===== config.mk =====
export PLATFORM = sky130hd
export DESIGN_NAME = ascon128_aead
export DESIGN_NICKNAME = d
export VERILOG_FILES = /design/src/hw/rtl/ascon_pkg.sv /design/src/hw/rtl/ascon_round.sv /design/src/hw/rtl/ascon128_aead.sv
export VERILOG_INCLUDE_DIRS = /design/src /design/src/hw/rtl
export SDC_FILE = /design/constraint.sdc
export NUM_CORES = 2
export LEC_CHECK = 0
export BUFFER_PORTS_ARGS = -buffer_cell sky130_fd_sc_hd__buf_4
export CAP_MARGIN = 0
export CORE_MARGIN = 5
export CORE_UTILIZATION = 49
export CTS_BUF_LIST = sky130_fd_sc_hd__clkbuf_8 sky130_fd_sc_hd__clkbuf_16
export CTS_CLUSTER_DIAMETER = 80
export DETAILED_ROUTE_END_ITERATION = 8
export PLACE_DENSITY_LB_ADDON = 0.08
export SLEW_MARGIN = 20
export SYNTH_ARGS = -nofsm -noshare
export SYNTH_HDL_FRONTEND = slang
export SYNTH_SLANG_ARGS = --single-unit

===== constraint.sdc =====
create_clock -name clk -period 11.8 [get_ports clk]
set_input_delay 3.54 -clock clk [delete_from_list [all_inputs] [get_ports clk]]
set_output_delay 3.54 -clock clk [all_outputs]
set_load 0.05 [all_outputs]

===== src/hw/rtl/ascon128_aead_defines.svh =====
// ---------------------------------------------------------------------------
// Assertion macros for the Ascon-128 block
// Clocked on clk and disabled while arst_n is low, in the module that uses them.
// ---------------------------------------------------------------------------
`ifndef ASCON128_AEAD_DEFINES_SVH
`define ASCON128_AEAD_DEFINES_SVH

// Check a property on every rising edge of clk outside reset.
`define ASSERT_CLK(lbl, prop, msg) \
	lbl: assert property (@(posedge clk) disable iff (!arst_n) (prop)) else $error(msg);

// Check that a condition never holds outside reset.
`define ASSERT_NEVER(lbl, cond, msg) \
	lbl: assert property (@(posedge clk) disable iff (!arst_n) !(cond)) else $error(msg);

`endif


===== src/hw/rtl/ascon_pkg.sv =====
// ---------------------------------------------------------------------------
// ascon_pkg
// Types, codes and round helpers shared by the Ascon-128 block.
// ---------------------------------------------------------------------------
`default_nettype none

package ascon_pkg;

	localparam int LANE_W    = 64;
	localparam int NUM_LANES = 5;
	localparam int RND_W     = 4;
	localparam int CFG_IDX_W = 1;

	localparam logic [RND_W-1:0] FIRST_ROUND_FULL = 4'd0;
	localparam logic [RND_W-1:0] FIRST_ROUND_HALF = 4'd6;
	localparam logic [RND_W-1:0] LAST_ROUND       = 4'd11;

	localparam logic [LANE_W-1:0] IV_ASCON128 = 64'h80400c0600000000;
	localparam logic [LANE_W-1:0] PAD_BIT     = 64'h8000000000000000;
	localparam logic [LANE_W-1:0] DOMAIN_SEP  = 64'h0000000000000001;

	// Operating modes
	localparam logic [2:0] MODE_START  = 3'd0;
	localparam logic [2:0] MODE_AD     = 3'd1;
	localparam logic [2:0] MODE_AD_END = 3'd2;
	localparam logic [2:0] MODE_ENC    = 3'd3;
	localparam logic [2:0] MODE_DEC    = 3'd4;
	localparam logic [2:0] MODE_TAG    = 3'd5;
	localparam logic [2:0] MODE_VERIFY = 3'd6;

	// Result kinds
	localparam logic [1:0] KIND_DATA   = 2'd0;
	localparam logic [1:0] KIND_TAG    = 2'd1;
	localparam logic [1:0] KIND_VERIFY = 2'd2;

	// Configuration register indexes
	localparam logic [CFG_IDX_W-1:0] REG_KEY_HIGH = 1'd0;
	localparam logic [CFG_IDX_W-1:0] REG_KEY_LOW  = 1'd1;

	typedef logic [NUM_LANES-1:0][LANE_W-1:0] lanes_t;

	typedef struct packed {
		logic [2:0]        mode;
		logic [LANE_W-1:0] block;
		logic [LANE_W-1:0] nonce_high;
		logic [LANE_W-1:0] nonce_low;
		logic [LANE_W-1:0] expected_tag_high;
		logic [LANE_W-1:0] expected_tag_low;
	} in_beat_t;

	typedef struct packed {
		logic [1:0]        result_kind;
		logic [LANE_W-1:0] out_block;
		logic [LANE_W-1:0] tag_high;
		logic [LANE_W-1:0] tag_low;
		logic              tag_match;
	} out_beat_t;

	// Round constant: high nibble counts down, low nibble counts up
	function automatic logic [7:0] round_const(input logic [RND_W-1:0] r);
		logic [RND_W-1:0] hi;
		hi = 4'hf - r;
		return {hi, r};
	endfunction

	function automatic logic [LANE_W-1:0] rotr(input logic [LANE_W-1:0] x, input int n);
		return (x >> n) | (x << (LANE_W - n));
	endfunction

endpackage

`default_nettype wire


===== src/hw/rtl/ascon_round.sv =====
// ---------------------------------------------------------------------------
// ascon_round
// One Ascon permutation round: constant addition, S-box layer, linear layer.
// ---------------------------------------------------------------------------
`default_nettype none

module ascon_round (
	input  wire ascon_pkg::lanes_t              cur,
	input  wire logic [ascon_pkg::RND_W-1:0]    rnd,
	output ascon_pkg::lanes_t                   nxt
);

	logic [ascon_pkg::LANE_W-1:0] x0, x1, x2, x3, x4;
	logic [ascon_pkg::LANE_W-1:0] t0, t1, t2, t3, t4;
	logic [ascon_pkg::LANE_W-1:0] y0, y1, y2, y3, y4;

	always_comb begin
		x0 = cur[0];
		x1 = cur[1];
		x2 = cur[2] ^ {56'd0, ascon_pkg::round_const(rnd)};
		x3 = cur[3];
		x4 = cur[4];

		// S-box, bit-sliced across the lanes
		x0 = x0 ^ x4;
		x4 = x4 ^ x3;
		x2 = x2 ^ x1;
		t0 = ~x0 & x1;
		t1 = ~x1 & x2;
		t2 = ~x2 & x3;
		t3 = ~x3 & x4;
		t4 = ~x4 & x0;
		y0 = x0 ^ t1;
		y1 = x1 ^ t2;
		y2 = x2 ^ t3;
		y3 = x3 ^ t4;
		y4 = x4 ^ t0;
		y1 = y1 ^ y0;
		y0 = y0 ^ y4;
		y3 = y3 ^ y2;
		y2 = ~y2;

		// Linear diffusion per lane
		nxt[0] = y0 ^ ascon_pkg::rotr(y0, 19) ^ ascon_pkg::rotr(y0, 28);
		nxt[1] = y1 ^ ascon_pkg::rotr(y1, 61) ^ ascon_pkg::rotr(y1, 39);
		nxt[2] = y2 ^ ascon_pkg::rotr(y2, 1)  ^ ascon_pkg::rotr(y2, 6);
		nxt[3] = y3 ^ ascon_pkg::rotr(y3, 10) ^ ascon_pkg::rotr(y3, 17);
		nxt[4] = y4 ^ ascon_pkg::rotr(y4, 7)  ^ ascon_pkg::rotr(y4, 41);
	end

endmodule

`default_nettype wire


===== src/hw/rtl/ascon128_aead.sv =====
// ---------------------------------------------------------------------------
// ascon128_aead
// Ascon-128 authenticated encryption over whole 64-bit blocks.
// ---------------------------------------------------------------------------
// Usage: write the key through the configuration port (index 0 upper half,
//   index 1 lower half) while the block is idle, then send beats on the input
//   channel: start, any AD blocks, AD end, encrypt or decrypt blocks, then
//   finish tag or finish verify. Each beat carries a mode and its fields.
//   Encrypt, decrypt and the two finish modes give one result beat; start,
//   AD block and AD end give none; mode 7 is dropped at acceptance.
// Timing: one permutation round per cycle through a single shared round
//   unit, so a beat takes a load step, 6 or 12 rounds and a finishing
//   step: 6 rounds for AD, AD end, encrypt and decrypt, 12 for start and
//   finish. The result appears in the output register on the finishing edge.
//   in_ready is high only while the sequencer is idle.
// Stalls and reset: a result waits in the output register; the next beat is
//   accepted and worked on meanwhile, and only its finishing step holds
//   until the output register is free. Reset clears the lanes, key and
//   sequencer and empties the output register.
// ---------------------------------------------------------------------------
`default_nettype none
`include "ascon128_aead_defines.svh"

module ascon128_aead (
	input  wire logic                                clk,
	input  wire logic                                arst_n,
	input  wire logic                                in_valid,
	output logic                                     in_ready,
	input  wire ascon_pkg::in_beat_t                 in_data,
	output logic                                     out_valid,
	input  wire logic                                out_ready,
	output ascon_pkg::out_beat_t                     out_data,
	input  wire logic                                cfg_wr_en,
	input  wire logic [ascon_pkg::CFG_IDX_W-1:0]     cfg_addr,
	input  wire logic [ascon_pkg::LANE_W-1:0]        cfg_wdata
);

	typedef enum logic [2:0] {
		ST_IDLE = 3'b001,
		ST_RUN  = 3'b010,
		ST_FIN  = 3'b100
	} state_t;

	state_t                        state_q;
	logic [ascon_pkg::RND_W-1:0]   rnd_q;
	ascon_pkg::lanes_t             lanes_q;
	ascon_pkg::lanes_t             round_out;
	logic [2:0]                    mode_q;
	logic [ascon_pkg::LANE_W-1:0]  data_q;
	logic [ascon_pkg::LANE_W-1:0]  exp_high_q, exp_low_q;
	logic [ascon_pkg::LANE_W-1:0]  key_high_q, key_low_q;
	logic                          out_valid_q;
	ascon_pkg::out_beat_t          out_q;
	ascon_pkg::out_beat_t          result_d;

	logic                          accept;
	logic                          has_result;
	logic                          slot_free;
	logic                          leave_fin;
	logic [ascon_pkg::LANE_W-1:0]  tag_high, tag_low;

	// Shared round unit
	ascon_round u_round (
		.cur (lanes_q),
		.rnd (rnd_q),
		.nxt (round_out)
	);

	assign in_ready  = (state_q == ST_IDLE);
	assign accept    = in_valid && in_ready;
	assign out_valid = out_valid_q;
	assign out_data  = out_q;

	assign has_result = (mode_q == ascon_pkg::MODE_ENC) || (mode_q == ascon_pkg::MODE_DEC)
		|| (mode_q == ascon_pkg::MODE_TAG) || (mode_q == ascon_pkg::MODE_VERIFY);
	assign slot_free  = !out_valid_q || out_ready;
	assign leave_fin  = (state_q == ST_FIN) && (!has_result || slot_free);

	// Tag is the last two lanes keyed once more
	assign tag_high = lanes_q[3] ^ key_high_q;
	assign tag_low  = lanes_q[4] ^ key_low_q;

	// Key registers
	always_ff @(posedge clk or negedge arst_n) begin
		if (!arst_n) begin
			key_high_q <= '0;
			key_low_q  <= '0;
		end else if (cfg_wr_en) begin
			unique case (cfg_addr)
				ascon_pkg::REG_KEY_HIGH: key_high_q <= cfg_wdata;
				ascon_pkg::REG_KEY_LOW:  key_low_q  <= cfg_wdata;
				default: ;
			endcase
		end
	end

	// Sequencer and lanes
	always_ff @(posedge clk or negedge arst_n) begin
		if (!arst_n) begin
			state_q <= ST_IDLE;
			rnd_q   <= '0;
			lanes_q <= '0;
			mode_q  <= ascon_pkg::MODE_START;
		end else begin
			unique case (state_q)
				ST_IDLE: begin
					if (accept) begin
						mode_q <= in_data.mode;
						case (in_data.mode) inside
							ascon_pkg::MODE_START: begin
								lanes_q[0] <= ascon_pkg::IV_ASCON128;
								lanes_q[1] <= key_high_q;
								lanes_q[2] <= key_low_q;
								lanes_q[3] <= in_data.nonce_high;
								lanes_q[4] <= in_data.nonce_low;
								rnd_q      <= ascon_pkg::FIRST_ROUND_FULL;
								state_q    <= ST_RUN;
							end
							ascon_pkg::MODE_AD, ascon_pkg::MODE_ENC: begin
								lanes_q[0] <= lanes_q[0] ^ in_data.block;
								rnd_q      <= ascon_pkg::FIRST_ROUND_HALF;
								state_q    <= ST_RUN;
							end
							ascon_pkg::MODE_AD_END: begin
								lanes_q[0] <= lanes_q[0] ^ ascon_pkg::PAD_BIT;
								rnd_q      <= ascon_pkg::FIRST_ROUND_HALF;
								state_q    <= ST_RUN;
							end
							ascon_pkg::MODE_DEC: begin
								lanes_q[0] <= in_data.block;
								rnd_q      <= ascon_pkg::FIRST_ROUND_HALF;
								state_q    <= ST_RUN;
							end
							ascon_pkg::MODE_TAG, ascon_pkg::MODE_VERIFY: begin
								lanes_q[0] <= lanes_q[0] ^ ascon_pkg::PAD_BIT;
								lanes_q[1] <= lanes_q[1] ^ key_high_q;
								lanes_q[2] <= lanes_q[2] ^ key_low_q;
								rnd_q      <= ascon_pkg::FIRST_ROUND_FULL;
								state_q    <= ST_RUN;
							end
							default: ; // unused mode: drop the beat, stay idle
						endcase
					end
				end
				ST_RUN: begin
					lanes_q <= round_out;
					if (rnd_q == ascon_pkg::LAST_ROUND) begin
						rnd_q   <= '0;
						state_q <= ST_FIN;
					end else begin
						rnd_q <= rnd_q + 1'b1;
					end
				end
				ST_FIN: begin
					// hold here while a result cannot be placed
					if (leave_fin) begin
						state_q <= ST_IDLE;
						case (mode_q) inside
							ascon_pkg::MODE_START, ascon_pkg::MODE_TAG,
							ascon_pkg::MODE_VERIFY: begin
								lanes_q[3] <= tag_high;
								lanes_q[4] <= tag_low;
							end
							ascon_pkg::MODE_AD_END: begin
								lanes_q[4] <= lanes_q[4] ^ ascon_pkg::DOMAIN_SEP;
							end
							default: ;
						endcase
					end
				end
				default: state_q <= ST_IDLE;
			endcase
		end
	end

	// Beat payload kept for the finishing step
	always_ff @(posedge clk) begin
		if (accept) begin
			data_q     <= in_data.block ^ lanes_q[0];
			exp_high_q <= in_data.expected_tag_high;
			exp_low_q  <= in_data.expected_tag_low;
		end
	end

	// Result beat; fields with no meaning for the kind stay zero
	always_comb begin
		result_d = '0;
		case (mode_q) inside
			ascon_pkg::MODE_ENC, ascon_pkg::MODE_DEC: begin
				result_d.result_kind = ascon_pkg::KIND_DATA;
				result_d.out_block   = data_q;
			end
			ascon_pkg::MODE_TAG: begin
				result_d.result_kind = ascon_pkg::KIND_TAG;
				result_d.tag_high    = tag_high;
				result_d.tag_low     = tag_low;
			end
			default: begin
				result_d.result_kind = ascon_pkg::KIND_VERIFY;
				result_d.tag_match   = (tag_high == exp_high_q) && (tag_low == exp_low_q);
			end
		endcase
	end

	// Output register
	always_ff @(posedge clk or negedge arst_n) begin
		if (!arst_n) begin
			out_valid_q <= 1'b0;
		end else if (leave_fin && has_result) begin
			out_valid_q <= 1'b1;
		end else if (out_ready) begin
			out_valid_q <= 1'b0;
		end
	end

	always_ff @(posedge clk) begin
		if (leave_fin && has_result) begin
			out_q <= result_d;
		end
	end

	`ASSERT_CLK(a_idle_rnd_zero, (state_q == ST_IDLE) |-> (rnd_q == '0), "round counter not cleared in idle")
	`ASSERT_NEVER(a_rnd_range, rnd_q > ascon_pkg::LAST_ROUND, "round counter beyond last round")
	`ASSERT_CLK(a_out_from_fin, $rose(out_valid_q) |-> $past(state_q == ST_FIN), "result raised outside finishing step")
	`ASSERT_CLK(a_fin_hold, ((state_q == ST_FIN) && has_result && !slot_free) |=> (state_q == ST_FIN), "finishing step left with output busy")

endmodule

`default_nettype wire

==> impl_metrics.tcl <==
set metrics [dict create \
    antenna_found_initial 8 \
    post-route-min-period_ps 6800 \
    post-dp-hpwl_mm 191 \
    cp.depth 9 \
    hold_class "reg2reg" \
    postCtsHoldBufs 0 \
    setup_viol 0 \
    finalClockSkew_ps 32.0 \
    worstMarginPinSlew_ps 1370 \
    grt_pass1_vias 41400 \
    synthTopCellsByArea "edfxtp_1, dfrtp_1, xnor2_1" \
    outcome "complete, no violations" \
    yosys.area.top_type "edfxtp_1" \
    yosysSeqAreaShare_pct 42.3 \
    die_area_um2 118000 \
    rsz0062_at_grt "no" \
    finalHoldViolCount 0 \
    grt_usage_pct 40.2 \
    ys_ff_latch 846 \
    crit_path_end_kind "flop" \
    start_util_pct 49.3 \
    drt-initial-drc-count 5702 \
    cp-startpoint "in_valid" \
    syn-instance-count 5166 \
    yosys.cell_types.count 65 \
    worst_path_most_repeated_cell "buf_4" \
    slew_viol_final 0 \
    max_slew_margin_pct 8.08 \
    io_buffers 589 \
    syn_to_final_growth_pct 16.4 \
    setup.worst_path.end "lanes_q[140]$_DFFE_PN0P_" \
    syn_nets 5688 \
    cts_max_path_buffers 3 \
    worstPathCellList "buf_4, nand4bb_1, inv_8, nor2_1, or2_2, nor2_4, buf_4, a31o_2, a21oi_1" \
    yosysTopAreaCellShare_pct 21.3 \
    synth-edff-count 387 \
    worstPathRequired_ps 12340 \
    numClockSinks 846 \
    clk_pin_slew_ps 60 \
    synth.avg_cell_area_um2 10.6 \
    worstSkewPairLatency_ps 720 \
    vias 44200 \
    finalSetupTns_ps 0 \
    grt_pass1_wl_mm 330 \
    wl_per_cell_um 34.1 \
    core_area_um2 111000 \
    die_h_um 344 \
    ant_nets 0 \
    critPathKind "in2reg" \
    critPathTopFamily "simple AND/OR/NAND/NOR gates" \
    ff2ff_setup_slack_ps 7330 \
    r2r_cells 8 \
    maxCapViolations 0 \
    crit_path_max_incr_delay_ps 890 \
    worstReg2RegEnd "lanes_q[140]$_DFFE_PN0P_" \
    ctsResizeCount 0 \
    fmax_mhz 147 \
    drc 0 \
    whs_ps 502 \
    mostFrequentLayoutCells "xnor2_1, buf_4, dfrtp_1" \
    gr-total-overflow 0 \
    postCtsSetupBuffers 0 \
    final_nets 6116 \
    slowest_stage "nor2_4" \
    period_share_pct 57.6 \
    grt_max_degree 161 \
    wirelength_mm 245 \
    dr.pass1.iters 8 \
    synthArstFlopShare_pct 54.3 \
    tritoncts "built" \
    path_max_fanout 78 \
    mostFrequentLayoutCell "xnor2_1" \
    ys.flop_type "dfrtp_1" \
    arrival_ps 7340 \
    drive_above_1_share_pct 18.3 \
    num_rows 122 \
    reg2reg_from "state_q[0]$_DFFE_PN1P_" \
    setup.worst_path.start_class "input port" \
    cp_num_buf_inv 3 \
    cts_made_buffers 98 \
    gp_congestion 1.03 \
    pin_count 590 \
    viasPerCell 6.16 \
    synth_warnings 0 \
    root_buffer "clkbuf_16" \
    dieWidth_um 344 \
    syn_area_um2 54600 \
    htree_levels 3 \
]
[how the worst min path moves through the flow]
stage,slack (ps),cells after the start,endpoint,from
final,500,1,out_data[129]$_SDFFCE_PN0P_,data_q[0]$_DFFE_PP_
after global routing,530,1,out_data[133]$_SDFFCE_PN0P_,data_q[4]$_DFFE_PP_
after floorplan,500,1,out_data[129]$_SDFFCE_PN0P_,data_q[0]$_DFFE_PP_
after detailed placement,500,1,out_data[192]$_SDFFCE_PN0P_,data_q[63]$_DFFE_PP_
after global placement,500,1,out_data[177]$_SDFFCE_PN0P_,data_q[48]$_DFFE_PP_
after CTS,500,1,out_data[129]$_SDFFCE_PN0P_,data_q[0]$_DFFE_PP_
[metal layers]
| layer | routed length [um] | vias to the layer above | GRT usage, % |
|---|---|---|---|
| met3 | 23800 | 496 | 9.25 |
| li1 | - | 19000 | - |
| met5 | 229 | - | 1.06 |
| met1 | 94300 | 22300 | 52.3 |
| met2 | 108000 | 2393 | 61.3 |
| met4 | 18600 | 10 | 24.1 |
[state kept, by name (all words and copies together) (netlist names)]
register	flops
key_high_q	64
exp_high_q	64
mode_q	3
data_q	64
lanes_q	320
key_low_q	64
out_data	195
out_valid	1
rnd_q	4
exp_low_q	64
state_q	3
[worst register-to-register path, delay by kind of cell (launching register included)]
| family | cells | cell delay (ps) |
|---|---|---|
| AND/OR/NAND/NOR | 4 | 1960 |
| buffers and inverters | 2 | 1350 |
| flip-flops | 1 | 590 |
| AO/OA/AOI/OAI | 2 | 410 |
[synthesized netlist by cell type, types with 129 or more instances]
cell type / number
xnor2_1: 915
dfrtp_1: 458
xor2_1: 392
edfxtp_1: 387
nor2_1: 378
o21ai_0: 282
nand2_1: 258
clkbuf_1: 239
a21oi_1: 202
inv_1: 198
a32oi_1: 142
ha_1: 129
[through the flow]
stage          setup slack (ps)  instances  util (%)  area, um^2
3_3_place_gp               4440       6982      54.4       60200
6_report                   5000       7174      57.4       63500
2_1_floorplan              2650       5166         -       54600
5_1_grt                    5020       7167      57.4       63500
3_5_place_dp               4370       6982      54.4       60300
4_1_cts                    5110       7167      57.4       63500
[area by class of cell]
class | count | area, um^2
inverters | 199 | 754
flip-flops and latches | 846 | 23100
fillers | 9605 | 47100
well taps | 1488 | 1860
repair buffers | 660 | 5000
multi-input cells | 3789 | 29500
clock buffers | 105 | 2580
diodes | 7 | 17.5
clock inverters | 80 | 663
[cell families after synthesis]
family / share of synthesized area, %
AOI/OAI and AO/OA: 13.2
xor gates and xnor gates: 24.9
adders and majority gates: 4.11
buffers and inverters: 3.88
DFF: 42.3
muxes: 3.89
and+or+nand+nor: 7.69
Power is left out: the tool's default activity adds up to more than one toggle a clock period on the data nets, which glitch-free logic cannot reach.
